`src/rtl/mbrtu_pkg.sv`:
```
`timescale 1ns / 1ps
package mbrtu_pkg;

    localparam int FRAME_BYTES = 256;
    localparam int FB_AW       = 8;
    localparam int RESP_BYTES  = 256;
    localparam int REG_DEPTH   = 64;
    localparam int REG_AW      = 6;
    localparam int MAX_READ    = 125;
    localparam int MAX_WRITE   = 123;
    localparam int MIN_FRAME   = 8;
    localparam int HDR_BYTES   = 6;
    localparam int CFG_AW      = 5;
    localparam int QUEUE_DEPTH = 2;
    localparam int QUEUE_AW    = 1;

    localparam logic [15:0] CRC_POLY = 16'hA001;
    localparam logic [15:0] CRC_INIT = 16'hFFFF;

    localparam logic [7:0] FN_RD_HOLD   = 8'd3;
    localparam logic [7:0] FN_RD_INPUT  = 8'd4;
    localparam logic [7:0] FN_WR_SINGLE = 8'd6;
    localparam logic [7:0] FN_WR_MULTI  = 8'd16;

    localparam logic [7:0] EXC_FUNC  = 8'd1;
    localparam logic [7:0] EXC_ADDR  = 8'd2;
    localparam logic [7:0] EXC_VALUE = 8'd3;
    localparam logic [7:0] EXC_FLAG  = 8'h80;
    localparam logic [7:0] BCAST_ADDR = 8'h00;

    localparam logic [2:0] ST_NONE  = 3'd0;
    localparam logic [2:0] ST_REPLY = 3'd1;
    localparam logic [2:0] ST_OTHER = 3'd2;
    localparam logic [2:0] ST_CRC   = 3'd3;
    localparam logic [2:0] ST_LEN   = 3'd4;

    localparam logic [2:0] REG_SLAVE     = 3'd0;
    localparam logic [2:0] REG_IN_BASE   = 3'd1;
    localparam logic [2:0] REG_IN_CNT    = 3'd2;
    localparam logic [2:0] REG_HOLD_BASE = 3'd3;
    localparam logic [2:0] REG_HOLD_CNT  = 3'd4;

    localparam logic [1:0] ACT_RX      = 2'd0;
    localparam logic [1:0] ACT_PULL    = 2'd1;
    localparam logic [1:0] ACT_HOST_WR = 2'd2;
    localparam logic [1:0] ACT_HOST_RD = 2'd3;

    typedef enum logic [1:0] {
        OP_RX      = 2'd0,
        OP_PULL    = 2'd1,
        OP_HOST_WR = 2'd2,
        OP_HOST_RD = 2'd3
    } t_op;

    typedef struct packed {
        t_op         op;
        logic [7:0]  rx_byte;
        logic        last;
        logic [5:0]  idx;
        logic [15:0] value;
    } t_item;

    typedef struct packed {
        logic [7:0]  slave_address;
        logic [15:0] input_base;
        logic [6:0]  input_count;
        logic [15:0] holding_base;
        logic [6:0]  holding_count;
    } t_cfg;

    typedef struct packed {
        logic        tx_valid;
        logic [7:0]  tx_byte;
        logic        tx_last;
        logic [15:0] host_data;
        logic [2:0]  frame_status;
    } t_res;

    function automatic logic [15:0] crc_byte(input logic [15:0] c, input logic [7:0] b);
        logic [15:0] r;
        r = c ^ {8'h00, b};
        for (int k = 0; k < 8; k++) begin
            if (r[0]) begin
                r = (r >> 1) ^ CRC_POLY;
            end else begin
                r = r >> 1;
            end
        end
        return r;
    endfunction

endpackage

```
`src/rtl/mbrtu_regs.sv`:
```
`timescale 1ns / 1ps
module mbrtu_regs import mbrtu_pkg::*; (
    input  logic              i_clk,
    input  logic              i_rst_n,
    input  logic              psel,
    input  logic              penable,
    input  logic              pwrite,
    input  logic [CFG_AW-1:0] paddr,
    input  logic [31:0]       pwdata,
    output logic [31:0]       prdata,
    output logic              pready,
    output t_cfg              o_cfg
);

    t_cfg       r_cfg;
    logic [2:0] idx;
    logic       wr;

    assign idx    = paddr[4:2];
    assign wr     = psel & penable & pwrite;
    assign pready = 1'b1;
    assign o_cfg  = r_cfg;

    always_ff @(posedge i_clk) begin
        if (!i_rst_n) begin
            r_cfg.slave_address <= 8'd1;
            r_cfg.input_base    <= 16'd0;
            r_cfg.input_count   <= 7'(REG_DEPTH);
            r_cfg.holding_base  <= 16'd0;
            r_cfg.holding_count <= 7'(REG_DEPTH);
        end else if (wr) begin
            unique case (idx)
                REG_SLAVE:     r_cfg.slave_address <= pwdata[7:0];
                REG_IN_BASE:   r_cfg.input_base    <= pwdata[15:0];
                REG_IN_CNT:    r_cfg.input_count   <= pwdata[6:0];
                REG_HOLD_BASE: r_cfg.holding_base  <= pwdata[15:0];
                REG_HOLD_CNT:  r_cfg.holding_count <= pwdata[6:0];
                default: ;
            endcase
        end
    end

    always_comb begin
        unique case (idx)
            REG_SLAVE:     prdata = {24'h0, r_cfg.slave_address};
            REG_IN_BASE:   prdata = {16'h0, r_cfg.input_base};
            REG_IN_CNT:    prdata = {25'h0, r_cfg.input_count};
            REG_HOLD_BASE: prdata = {16'h0, r_cfg.holding_base};
            REG_HOLD_CNT:  prdata = {25'h0, r_cfg.holding_count};
            default:       prdata = 32'h0;
        endcase
    end

endmodule

```
`config.mk`:
```
export PLATFORM = sky130hd
export DESIGN_NAME = mbrtu_regs
export DESIGN_NICKNAME = d
export VERILOG_FILES = /design/src/rtl/mbrtu_pkg.sv /design/src/rtl/mbrtu_regs.sv
export SDC_FILE = /design/constraint.sdc
export NUM_CORES = 1
export LEC_CHECK = 0
export BUFFER_PORTS_ARGS = -buffer_cell sky130_fd_sc_hd__buf_2
export CORE_UTILIZATION = 50
export DETAILED_ROUTE_END_ITERATION = 6
export PLACE_DENSITY = 0.83
export SYNTH_ARGS = -nofsm -noshare
export SYNTH_HDL_FRONTEND = slang
export SYNTH_SLANG_ARGS = --single-unit
```
`constraint.sdc`:
```
create_clock -name i_clk -period 2.35 [get_ports i_clk]
set_clock_uncertainty 0.1 [all_clocks]
set_input_delay 0.47 -clock i_clk [delete_from_list [all_inputs] [get_ports i_clk]]
set_output_delay 0.47 -clock i_clk [all_outputs]
set_load 0.005 [all_outputs]
```
==> results <==
- The final routed DRC violation total is 0.
- The clock tree from TritonCTS is done.
- Global routing finished with a remaining overflow of 0.
- Once the clock tree was built, the resizer swapped 0 gates to a different size.
- The register with the most flip-flops in the layout has 54 of them.
- The unique cell type count in the Yosys netlist is 25.
- The layout has around 430 filler cells.
- The cell area reported after detailed placement is approximately 3100 um^2.
- The number of design-rule violations left by the first detailed-router iteration is about 130.
- The post-synthesis sequential area ratio is roughly 41%.
- The wire length of the first global-routing pass is approximately 9400 um.
- The estimated wirelength of the detail-placed design is around 4400 um.
- The number of nets with antenna violations after routing is 0.
- The placeable core region is ~5100 um^2.
- Per report_power, the clock group accounts for 36.9% of the total.
- The routed via count divided by cell count is between 5 and 6.
- The run finished with clean final reports.
- In this run, flip-flops and latches consume approximately 54% of the power.
- The worst-path maximum fanout is 17.
- For this design the ratio of total power to cell area is 527 nW/um^2.
- The final hold violation count is 0.
- In this run switching power makes up 24.0% of total power.
- The net count of the finished layout is between 400 and 500.
- The clock period minus worst slack is 2200 ps.
- Summed over all cells, the static leakage comes to 1.44 nW.
- Synthesis produced a netlist whose cell count is 279.
- The number of global-route vias before repair came to between 2,000 and 2,500.
- The number of instances in the placed design is between 400 and 500.
- The floorplan step defined a die boundary enclosing around 5600 um^2.
- The worst setup path is of the in2out kind.
- The worst slew margin relative to its limit is roughly two thirds.
- After routing, the total negative slack on setup checks comes to 0 ps.
- The number of clock buffers added by TritonCTS is 5.
- The count of final setup violators is 0.
- The achievable frequency is about 0.45 GHz.
- The weighted congestion at the end of routability-driven global placement is between 0.7 and 0.8.
- Synthesis inferred between 50 and 60 register bits.
- The max-slew violation count was 0.
- The synthesis-to-finish area growth is 22.2%.
- The pin count of the biggest net entering global routing is 73.
- Setup repair after global routing left no endpoint under its margin.
- The number of antenna violations at the first check in global routing is 0.
- The ratio of final minimum period to clock period is 93.7%.
- The average footprint of a synthesized cell is between 9 and 10 um^2.
- The die is 74.8 um tall.
- The clock tree synthesis step divided the H-tree into 2 levels.
- After clock tree synthesis, the flow added hold-fix buffers numbering 0.
- Once layout is done, the placed cells without fillers occupy 3240 um^2.
- The cell-internal power is 1.30 mW.
- The type of element capturing the critical path is an output pin.
- The transition time at the pin with the least slew margin is 501 ps.
- The required time of the worst setup path is about 1800 ps.
- After floorplanning, the core was divided into 26 placement rows.
- The final critical-path setup slack is around 150 ps.
- The Yosys step of the flow raised 0 warnings.
- The horizontal die dimension is around 75 um.
- The worst-case setup slack after placement is around 130 ps.
- The maximum buffer depth of the clock tree is 2.
- The clock reaches the later pin of the worst-skew pair after approximately 310 ps.
- The data arrival time at the worst-slack endpoint is roughly 1600 ps.
- In this run the post-CTS setup repair buffer count came out at 0.
- The number of maximum-capacitance violations is 0.
- Dividing the detail-routed wire length by the instance count gives roughly 14 um.
- In the final layout, the share of cells above drive strength 1 is 33.7%.
- Summed over all layers, the routed wires come to ~6100 um.
- The count of buffers from port buffering is 93.
- The initial utilization of the core area, before any placement, comes to roughly 52%.
- The final cell count without fillers is between 400 and 500.
- The total I/O pin count is around 130.
- The worst voltage drop across the vdd grid is around 0.27 mV.
- The cell sitting at the root of the clock tree is a clkbuf_8.
- The number of diodes added for antenna fixing is 0.
- The total routing usage reported by global routing is 22.2%.
- In this run the power spent charging and discharging nets is roughly 0.4 mW.
- The combinational power share is a little under 9%.
- The nature of the critical path startpoint is an input port.
- The tightest min-delay check is of the in2reg type.
- The synthesized netlist occupies a cell area of about 2700 um^2.
- Once layout is complete, the utilization of the core stands at between 60% and 70%.
- Before antenna repair, the detailed router went through 4 iterations.
- Clock-pin slew was measured on the worst setup and hold paths at approximately 100 ps.
- Clock tree synthesis found a total of 54 sinks.
- The count of vias placed by the detailed router is approximately 2,200.
-- power by group through the flow --
stage / clock, mW / combinational [mW] / sequential, mW
2_1_floorplan: 0 / 0.115 / 0.947
3_3_place_gp: 0 / 0.146 / 0.947
3_5_place_dp: 0 / 0.150 / 0.947
4_1_cts: 0.640 / 0.150 / 0.926
5_1_grt: 0.668 / 0.166 / 0.928
6_report: 0.630 / 0.150 / 0.926
-- through the flow --
stage / power [mW] / hold slack, ps
after floorplan: 1.06 / 360
final: 1.71 / 327
after global routing: 1.76 / 331
after detailed placement: 1.10 / 362
after CTS: 1.72 / 322
after global placement: 1.09 / 354
-- cell usage in the layout, fill, tap and decap left out --
master,n
buf_2,93
nand2_1,68
mux2i_1,62
dfxtp_1,54
conb_1,17
a22oi_1,14
nor2_1,10
buf_4,10
mux2_2,8
o22ai_1,7
nor2b_1,7
clkbuf_8,5
nor3_4,3
inv_1,1
and3b_1,1
a31oi_1,1
and2_1,1
nand2b_1,1
nand4b_4,1
nor3b_4,1
nor2_4,1
nand4_1,1
clkbuf_1,1
clkinvlp_4,1
bufinv_16,1
buf_12,1
-- area by class of cell --
class | instances | area (um^2) | share of cell area, %
clock buffers | 6 | 72.6 | 2.24
well taps | 70 | 87.6 | 2.70
clock inverters | 2 | 37.5 | 1.16
repair buffers | 104 | 561 | 17.3
flip-flops and latches | 54 | 1080 | 33.4
multi-input cells | 204 | 1400 | 43.1
inverters | 1 | 3.75 | 0.116
-- synthesized netlist by cell type (all sizes together) --
library cell  count  area share (%)
a22oi            14             4.0
nand4             1            0.24
nor3b             1            0.47
conb              2            0.28
nor2             11             1.8
and2              1            0.24
o22ai             7             1.7
a31oi             1            0.24
mux2i            62              23
nand2            68             9.6
nand2b            1            0.24
mux2              8             3.4
nor3              3             1.8
inv               1            0.14
buf              26             7.5
nand4b            1            0.90
dfxtp            54              41
and3b             1            0.33
nor2b             7             1.7
clkbuf            9             1.3
-- worst paths after layout --
kind,start,end,slack (ps),cells after the start
worst max register to register,o_cfg[21],o_cfg[21],1580,2
worst min-delay path,pwdata[11],o_cfg[18],330,3
worst max-delay path,paddr[2],prdata[6],150,5
worst min register to register,o_cfg[12],o_cfg[12],380,2
-- critical path, stage by stage --
cell     delay, ps
buf_2          230
nor2b_1        410
a22oi_1        170
o22ai_1        200
buf_2          140
-- cell families (layout without fill, tap and decap cells) --
kind of cell	Yosys count	count (layout)	share of synthesized area, %
buffers and inverters	36	113	8.88
and+or+nand+nor	95	95	17.4
DFF	54	54	40.8
other	2	17	0.283
muxes	70	70	26.8
AOI/OAI and AO/OA	22	22	5.85
-- metal layers --
layer	wire length (um)	GRT usage, %	part of all wire (%)	up-vias
met5	0	0	0	-
met4	80	7.13	1.3	0
met3	336	4.02	5.5	7
met2	2920	37.3	48	86
met1	2750	28.8	45	1042
li1	-	-	-	1094
No activity file was read; power rests on OpenSTA's default activity.
