==> config.mk <==
export PLATFORM = sky130hd
export DESIGN_NAME = mbrtu_front_flat
export DESIGN_NICKNAME = d
export VERILOG_FILES = /design/src/rtl/mbrtu_pkg.sv /design/src/rtl/mbrtu_if.sv /design/src/rtl/mbrtu_front.sv /design/src/flat_wrapper.sv
export SDC_FILE = /design/constraint.sdc
export NUM_CORES = 1
export LEC_CHECK = 0
export ABC_AREA = 1
export BUFFER_PORTS_ARGS = -buffer_cell sky130_fd_sc_hd__buf_2
export CAP_MARGIN = 10
export CORE_MARGIN = 4
export CORE_UTILIZATION = 51
export CTS_BUF_LIST = sky130_fd_sc_hd__clkbuf_4 sky130_fd_sc_hd__clkbuf_8
export CTS_CLUSTER_DIAMETER = 40
export DETAILED_ROUTE_END_ITERATION = 16
export MAX_ROUTING_LAYER = met4
export PLACE_DENSITY = 0.87
export SETUP_SLACK_MARGIN = 0.3
export SYNTH_ARGS = -nofsm -noshare
export SYNTH_HDL_FRONTEND = slang
export SYNTH_SLANG_ARGS = --single-unit
==> constraint.sdc <==
create_clock -name i_clk -period 3.05 [get_ports i_clk]
set_clock_uncertainty 0.15 [all_clocks]
set_input_delay 0 -clock i_clk [delete_from_list [all_inputs] [get_ports i_clk]]
set_output_delay 0 -clock i_clk [all_outputs]
set_load 0.02 [all_outputs]
==> src/rtl/mbrtu_pkg.sv <==
`timescale 1ns / 1ps
package mbrtu_pkg;

    localparam int FRAME_BYTES = 256;
    localparam int FB_AW       = 8;
    localparam int RESP_BYTES  = 256;
    localparam int REG_DEPTH   = 64;
    localparam int REG_AW      = 6;
    localparam int MAX_READ    = 125;
    localparam int MAX_WRITE   = 123;
    localparam int MIN_FRAME   = 8;
    localparam int HDR_BYTES   = 6;
    localparam int CFG_AW      = 5;
    localparam int QUEUE_DEPTH = 2;
    localparam int QUEUE_AW    = 1;

    localparam logic [15:0] CRC_POLY = 16'hA001;
    localparam logic [15:0] CRC_INIT = 16'hFFFF;

    localparam logic [7:0] FN_RD_HOLD   = 8'd3;
    localparam logic [7:0] FN_RD_INPUT  = 8'd4;
    localparam logic [7:0] FN_WR_SINGLE = 8'd6;
    localparam logic [7:0] FN_WR_MULTI  = 8'd16;

    localparam logic [7:0] EXC_FUNC  = 8'd1;
    localparam logic [7:0] EXC_ADDR  = 8'd2;
    localparam logic [7:0] EXC_VALUE = 8'd3;
    localparam logic [7:0] EXC_FLAG  = 8'h80;
    localparam logic [7:0] BCAST_ADDR = 8'h00;

    localparam logic [2:0] ST_NONE  = 3'd0;
    localparam logic [2:0] ST_REPLY = 3'd1;
    localparam logic [2:0] ST_OTHER = 3'd2;
    localparam logic [2:0] ST_CRC   = 3'd3;
    localparam logic [2:0] ST_LEN   = 3'd4;

    localparam logic [2:0] REG_SLAVE     = 3'd0;
    localparam logic [2:0] REG_IN_BASE   = 3'd1;
    localparam logic [2:0] REG_IN_CNT    = 3'd2;
    localparam logic [2:0] REG_HOLD_BASE = 3'd3;
    localparam logic [2:0] REG_HOLD_CNT  = 3'd4;

    localparam logic [1:0] ACT_RX      = 2'd0;
    localparam logic [1:0] ACT_PULL    = 2'd1;
    localparam logic [1:0] ACT_HOST_WR = 2'd2;
    localparam logic [1:0] ACT_HOST_RD = 2'd3;

    typedef enum logic [1:0] {
        OP_RX      = 2'd0,
        OP_PULL    = 2'd1,
        OP_HOST_WR = 2'd2,
        OP_HOST_RD = 2'd3
    } t_op;

    typedef struct packed {
        t_op         op;
        logic [7:0]  rx_byte;
        logic        last;
        logic [5:0]  idx;
        logic [15:0] value;
    } t_item;

    typedef struct packed {
        logic [7:0]  slave_address;
        logic [15:0] input_base;
        logic [6:0]  input_count;
        logic [15:0] holding_base;
        logic [6:0]  holding_count;
    } t_cfg;

    typedef struct packed {
        logic        tx_valid;
        logic [7:0]  tx_byte;
        logic        tx_last;
        logic [15:0] host_data;
        logic [2:0]  frame_status;
    } t_res;

    function automatic logic [15:0] crc_byte(input logic [15:0] c, input logic [7:0] b);
        logic [15:0] r;
        r = c ^ {8'h00, b};
        for (int k = 0; k < 8; k++) begin
            if (r[0]) begin
                r = (r >> 1) ^ CRC_POLY;
            end else begin
                r = r >> 1;
            end
        end
        return r;
    endfunction

endpackage

==> src/rtl/mbrtu_if.sv <==
`timescale 1ns / 1ps
interface mbrtu_in_if;
    logic        valid;
    logic        ready;
    logic [1:0]  action;
    logic [7:0]  rx_byte;
    logic        frame_last;
    logic [5:0]  host_index;
    logic [15:0] host_value;

    modport source (output valid, action, rx_byte, frame_last, host_index, host_value,
                    input ready);
    modport sink (input valid, action, rx_byte, frame_last, host_index, host_value,
                  output ready);
endinterface


==> src/rtl/mbrtu_front.sv <==
`timescale 1ns / 1ps
module mbrtu_front import mbrtu_pkg::*; (
    input  logic       i_clk,
    input  logic       i_rst_n,
    mbrtu_in_if.sink   i_item,
    output t_item      o_head,
    output logic       o_head_valid,
    input  logic       i_pop
);

    t_item                 r_q [QUEUE_DEPTH];
    logic [QUEUE_AW-1:0]   r_wp;
    logic [QUEUE_AW-1:0]   r_rp;
    logic [QUEUE_AW:0]     r_cnt;
    t_item                 cls;
    logic                  push;

    always_comb begin
        cls.rx_byte = i_item.rx_byte;
        cls.last    = i_item.frame_last;
        cls.idx     = i_item.host_index;
        cls.value   = i_item.host_value;
        unique case (i_item.action)
            ACT_RX:      cls.op = OP_RX;
            ACT_PULL:    cls.op = OP_PULL;
            ACT_HOST_WR: cls.op = OP_HOST_WR;
            ACT_HOST_RD: cls.op = OP_HOST_RD;
            default:     cls.op = OP_RX;
        endcase
    end

    assign i_item.ready = (r_cnt != (QUEUE_AW+1)'(QUEUE_DEPTH));
    assign push         = i_item.valid & i_item.ready;
    assign o_head       = r_q[r_rp];
    assign o_head_valid = (r_cnt != '0);

    always_ff @(posedge i_clk) begin
        if (push) begin
            r_q[r_wp] <= cls;
        end
    end

    always_ff @(posedge i_clk) begin
        if (!i_rst_n) begin
            r_wp  <= '0;
            r_rp  <= '0;
            r_cnt <= '0;
        end else begin
            if (push) begin
                r_wp <= r_wp + 1'b1;
            end
            if (i_pop) begin
                r_rp <= r_rp + 1'b1;
            end
            r_cnt <= r_cnt + (QUEUE_AW+1)'(push) - (QUEUE_AW+1)'(i_pop);
        end
    end

endmodule

==> src/flat_wrapper.sv <==
// flat-port wrapper written by rule: the top's interface ports become plain ports
module mbrtu_front_flat import mbrtu_pkg::*;
  (i_clk, i_rst_n, o_head, o_head_valid, i_pop, i_item_valid, i_item_action, i_item_rx_byte, i_item_frame_last, i_item_host_index, i_item_host_value, i_item_ready);
  mbrtu_in_if i_item_i ();
  input  logic i_clk;
  input  logic i_rst_n;
  output t_item o_head;
  output logic o_head_valid;
  input  logic i_pop;
  input wire logic [$bits(i_item_i.valid)-1:0] i_item_valid;
  input wire logic [$bits(i_item_i.action)-1:0] i_item_action;
  input wire logic [$bits(i_item_i.rx_byte)-1:0] i_item_rx_byte;
  input wire logic [$bits(i_item_i.frame_last)-1:0] i_item_frame_last;
  input wire logic [$bits(i_item_i.host_index)-1:0] i_item_host_index;
  input wire logic [$bits(i_item_i.host_value)-1:0] i_item_host_value;
  output wire logic [$bits(i_item_i.ready)-1:0] i_item_ready;
  assign i_item_i.valid = i_item_valid;
  assign i_item_i.action = i_item_action;
  assign i_item_i.rx_byte = i_item_rx_byte;
  assign i_item_i.frame_last = i_item_frame_last;
  assign i_item_i.host_index = i_item_host_index;
  assign i_item_i.host_value = i_item_host_value;
  assign i_item_ready = i_item_i.ready;
  mbrtu_front u_core (.i_clk(i_clk), .i_rst_n(i_rst_n), .i_item(i_item_i), .o_head(o_head), .o_head_valid(o_head_valid), .i_pop(i_pop));
endmodule
==> results.sh <==
export IMPL_antenna_found_initial=0
export IMPL_synth_top_area_cell="edfxtp_1"
export IMPL_rows=26
export IMPL_drt_total_wl_mm=5.14
export IMPL_vias=1537
export IMPL_hold_depth=5
export IMPL_critPathBufInv=4
export IMPL_fin_crit_sh_pct=78.5
export IMPL_synth_seq_cells=71
export IMPL_place_ws_ns=1.01
export IMPL_clk_pin_slew_ns=0.07
export IMPL_dp_hpwl_mm=3.11
export IMPL_syn_nets=177
export IMPL_critPathMaxStageDelay_ns=0.56
export IMPL_die_x_um=81.6
export IMPL_drt_iter0_markers=120
export IMPL_die_y_um=81.6
export IMPL_synthTopCellsByArea="edfxtp_1, mux2_4, dfxtp_1, buf_12, nand2_1"
export IMPL_use_met2_pct=29.6
export IMPL_coreArea_um2=5170
export IMPL_busiest_layer="met2"
export IMPL_yosysUniqueCellTypes=13
export IMPL_yosys_warnings=0
export IMPL_ir_drop_uv=396
export IMPL_htreeDepth=3
export IMPL_dieArea_um2=6660
export IMPL_diodes=0
export IMPL_final_seq_area_um2=2080
export IMPL_grt_pass1_vias=1659
export IMPL_fin_area_um2=3750
export IMPL_grt_use_met3_pct=3.95
export IMPL_max_freq_mhz=417
export IMPL_rsz0062_at_grt="false"
export IMPL_grt_max_degree=34
export IMPL_crit_type="flop to flop"
export IMPL_maxSlewHeadroom_pct=36.0
export IMPL_slew_violations=0
export IMPL_fin_nets=293
export IMPL_drtAntennaViolNets=0
export IMPL_ff2ff_path_depth=9
export IMPL_num_io_pins=72
export IMPL_wl_per_cell_um=15.6
export IMPL_cpMaxStageDelayCell="dlygate4sd3_1"
export IMPL_worstSkewPairLatency_ns=0.33
export IMPL_final_layout_size_suffix_gt1_share_pct=47.3
export IMPL_drv_cap=0
export IMPL_synth_top_area_share_pct=71.7
export IMPL_cts_buffers=9
export IMPL_multi_input_area_um2=601
export IMPL_grt_ovfl_total=0
export IMPL_grt_pass1_wl_mm=7.65
export IMPL_finalHoldViolCount=0
export IMPL_dpl_cell_area_um2=3160
export IMPL_cts_sinks=71
export IMPL_portBuffers=71
export IMPL_setup_viol=0
export IMPL_crit_chain="inv_1, ha_1, inv_1, nand3_1, nand2_1, nand2_1, dlygate4sd3_1, nor2_1, dlygate4sd3_1"
export IMPL_critPathTopFamily="buffers and inverters"
export IMPL_synthCells=139
export IMPL_cp_end_kind="flop"
export IMPL_cp_start_kind="flop"
export IMPL_status="finished, final reports clean"
export IMPL_vias_per_cell=4.66
export IMPL_globalRouteTotalUtil_pct=16.8
export IMPL_cp_num_cells=9
export IMPL_tightest_slew_ns=0.958
export IMPL_synthToLayoutAreaGrowth_pct=35.7
export IMPL_leakagePower_nw=1.54
export IMPL_initial_core_util_pct=53.5
export IMPL_yosysSeqAreaShare_pct=75.3
export IMPL_arrival_ns=2.52
export IMPL_cts_tree="yes"
export IMPL_dr_pass1_iters=5
export IMPL_period_needed_ns=2.40
export IMPL_power_density_nw_per_um2=626
export IMPL_worstPathRequired_ns=3.18
export IMPL_syn_area_per_cell_um2=19.9
export IMPL_synth_area_um2=2770
export IMPL_tns_ns=0
export IMPL_fillCellCount=322
export IMPL_grtUsageMet1_pct=17.7
export IMPL_worst_slack_ns=0.654
export IMPL_route_detailed_drc=0
export IMPL_place_congestion=0.781
export IMPL_cp_max_fo=3
export IMPL_root_buffer="clkbuf_8"
export IMPL_worstHoldPathType="input port to flop"
export IMPL_clock_path_buffers=2
## cell usage in the layout, fill, tap and decap left out, types with 2 or more instances in the layout
cell type and instances:
buf_2 71, edfxtp_1 66, dlygate4sd3_1 38, mux2_4 30, nand2_1 13, clkbuf_8 9, nor2_1 6, inv_1 5
dfxtp_1 4, mux2_2 3, nor2_4 2, clkbuf_4 2, bufinv_16 2, clkinv_1 2, buf_4 2
## report_power, final
part / switching (W) / leakage, nW / internal [W] / total [W]
registers: 0.0000332 / 0.656 / 0.00116 / 0.00119
clock network: 0.000313 / 0.109 / 0.000472 / 0.000786
logic: 0.000196 / 0.773 / 0.000179 / 0.000375
## repair_timing
item,in CTS,in global routing
setup endpoints to repair,0,0
gates resized for setup,0,0
hold buffers,38,0
endpoints found under the hold margin,71,0
buffers inserted,0,0
## metal layers
layer	wire, µm	vias up
met5	0	-
met4	91	0
met3	303	7
met2	2690	55
met1	2060	724
li1	-	751
## area by class of cell
type / count / area share (%)
Tap cell: 70 / 2.33
Multi-Input combinational cell: 57 / 16.0
Clock inverter: 5 / 1.93
Timing Repair Buffer: 111 / 20.0
Sequential cell: 71 / 55.5
Inverter: 5 / 0.500
Clock buffer: 11 / 3.70
## worst min-delay path, delay by kind of cell
kind	cells	cell delay, ns
buffers and inverters	1	0.10
AND/OR/NAND/NOR	4	0.44
## flip-flops by register name (all words and copies together) (netlist names), named ones only
name	count
u_core.r_rp	1
u_core.r_cnt	2
u_core.r_q	66
u_core.r_wp	1
## through the flow
step	power, W	utilization (%)	cells	hold WS (ns)
floorplan	0.00144	-	139	-0.0511
global placement	0.00153	61.1	276	0.0397
detailed placement	0.00154	61.1	276	0.0418
CTS	0.00236	72.5	330	0.0755
global route	0.00243	72.5	330	0.129
finish	0.00235	72.5	330	0.0813
## logic make-up after synthesis
kind of cell	after synthesis	synth area share, %
AND/OR/NAND/NOR	22	3.03
adder cells (fa/ha/maj)	1	0.452
AO/OA/AOI/OAI	1	0.181
flip-flops	71	75.3
multiplexers	33	17.5
buffers and inverters	11	3.53
## path summary, 6_finish.rpt
kind | startpoint | end | slack [ns]
worst max-delay path | u_core.r_cnt[0]$_SDFF_PN0_ | u_core.r_cnt[1]$_SDFF_PN0_ | 0.65
worst min-delay path | i_item_valid | u_core.r_wp$_SDFFE_PN0P_ | 0.08
worst max register to register | u_core.r_cnt[0]$_SDFF_PN0_ | u_core.r_cnt[1]$_SDFF_PN0_ | 0.65
worst min register to register | u_core.r_rp$_SDFFE_PN0P_ | flop | 0.37
## synth_stat cells
cell	count
a21oi_1	1
buf_12	3
buf_6	1
clkbuf_1	2
dfxtp_1	5
edfxtp_1	66
ha_1	1
inv_1	5
mux2_2	3
mux2_4	30
nand2_1	13
nand3_1	1
nor2_1	8
Note: power is estimated with default switching activity, not from simulation.
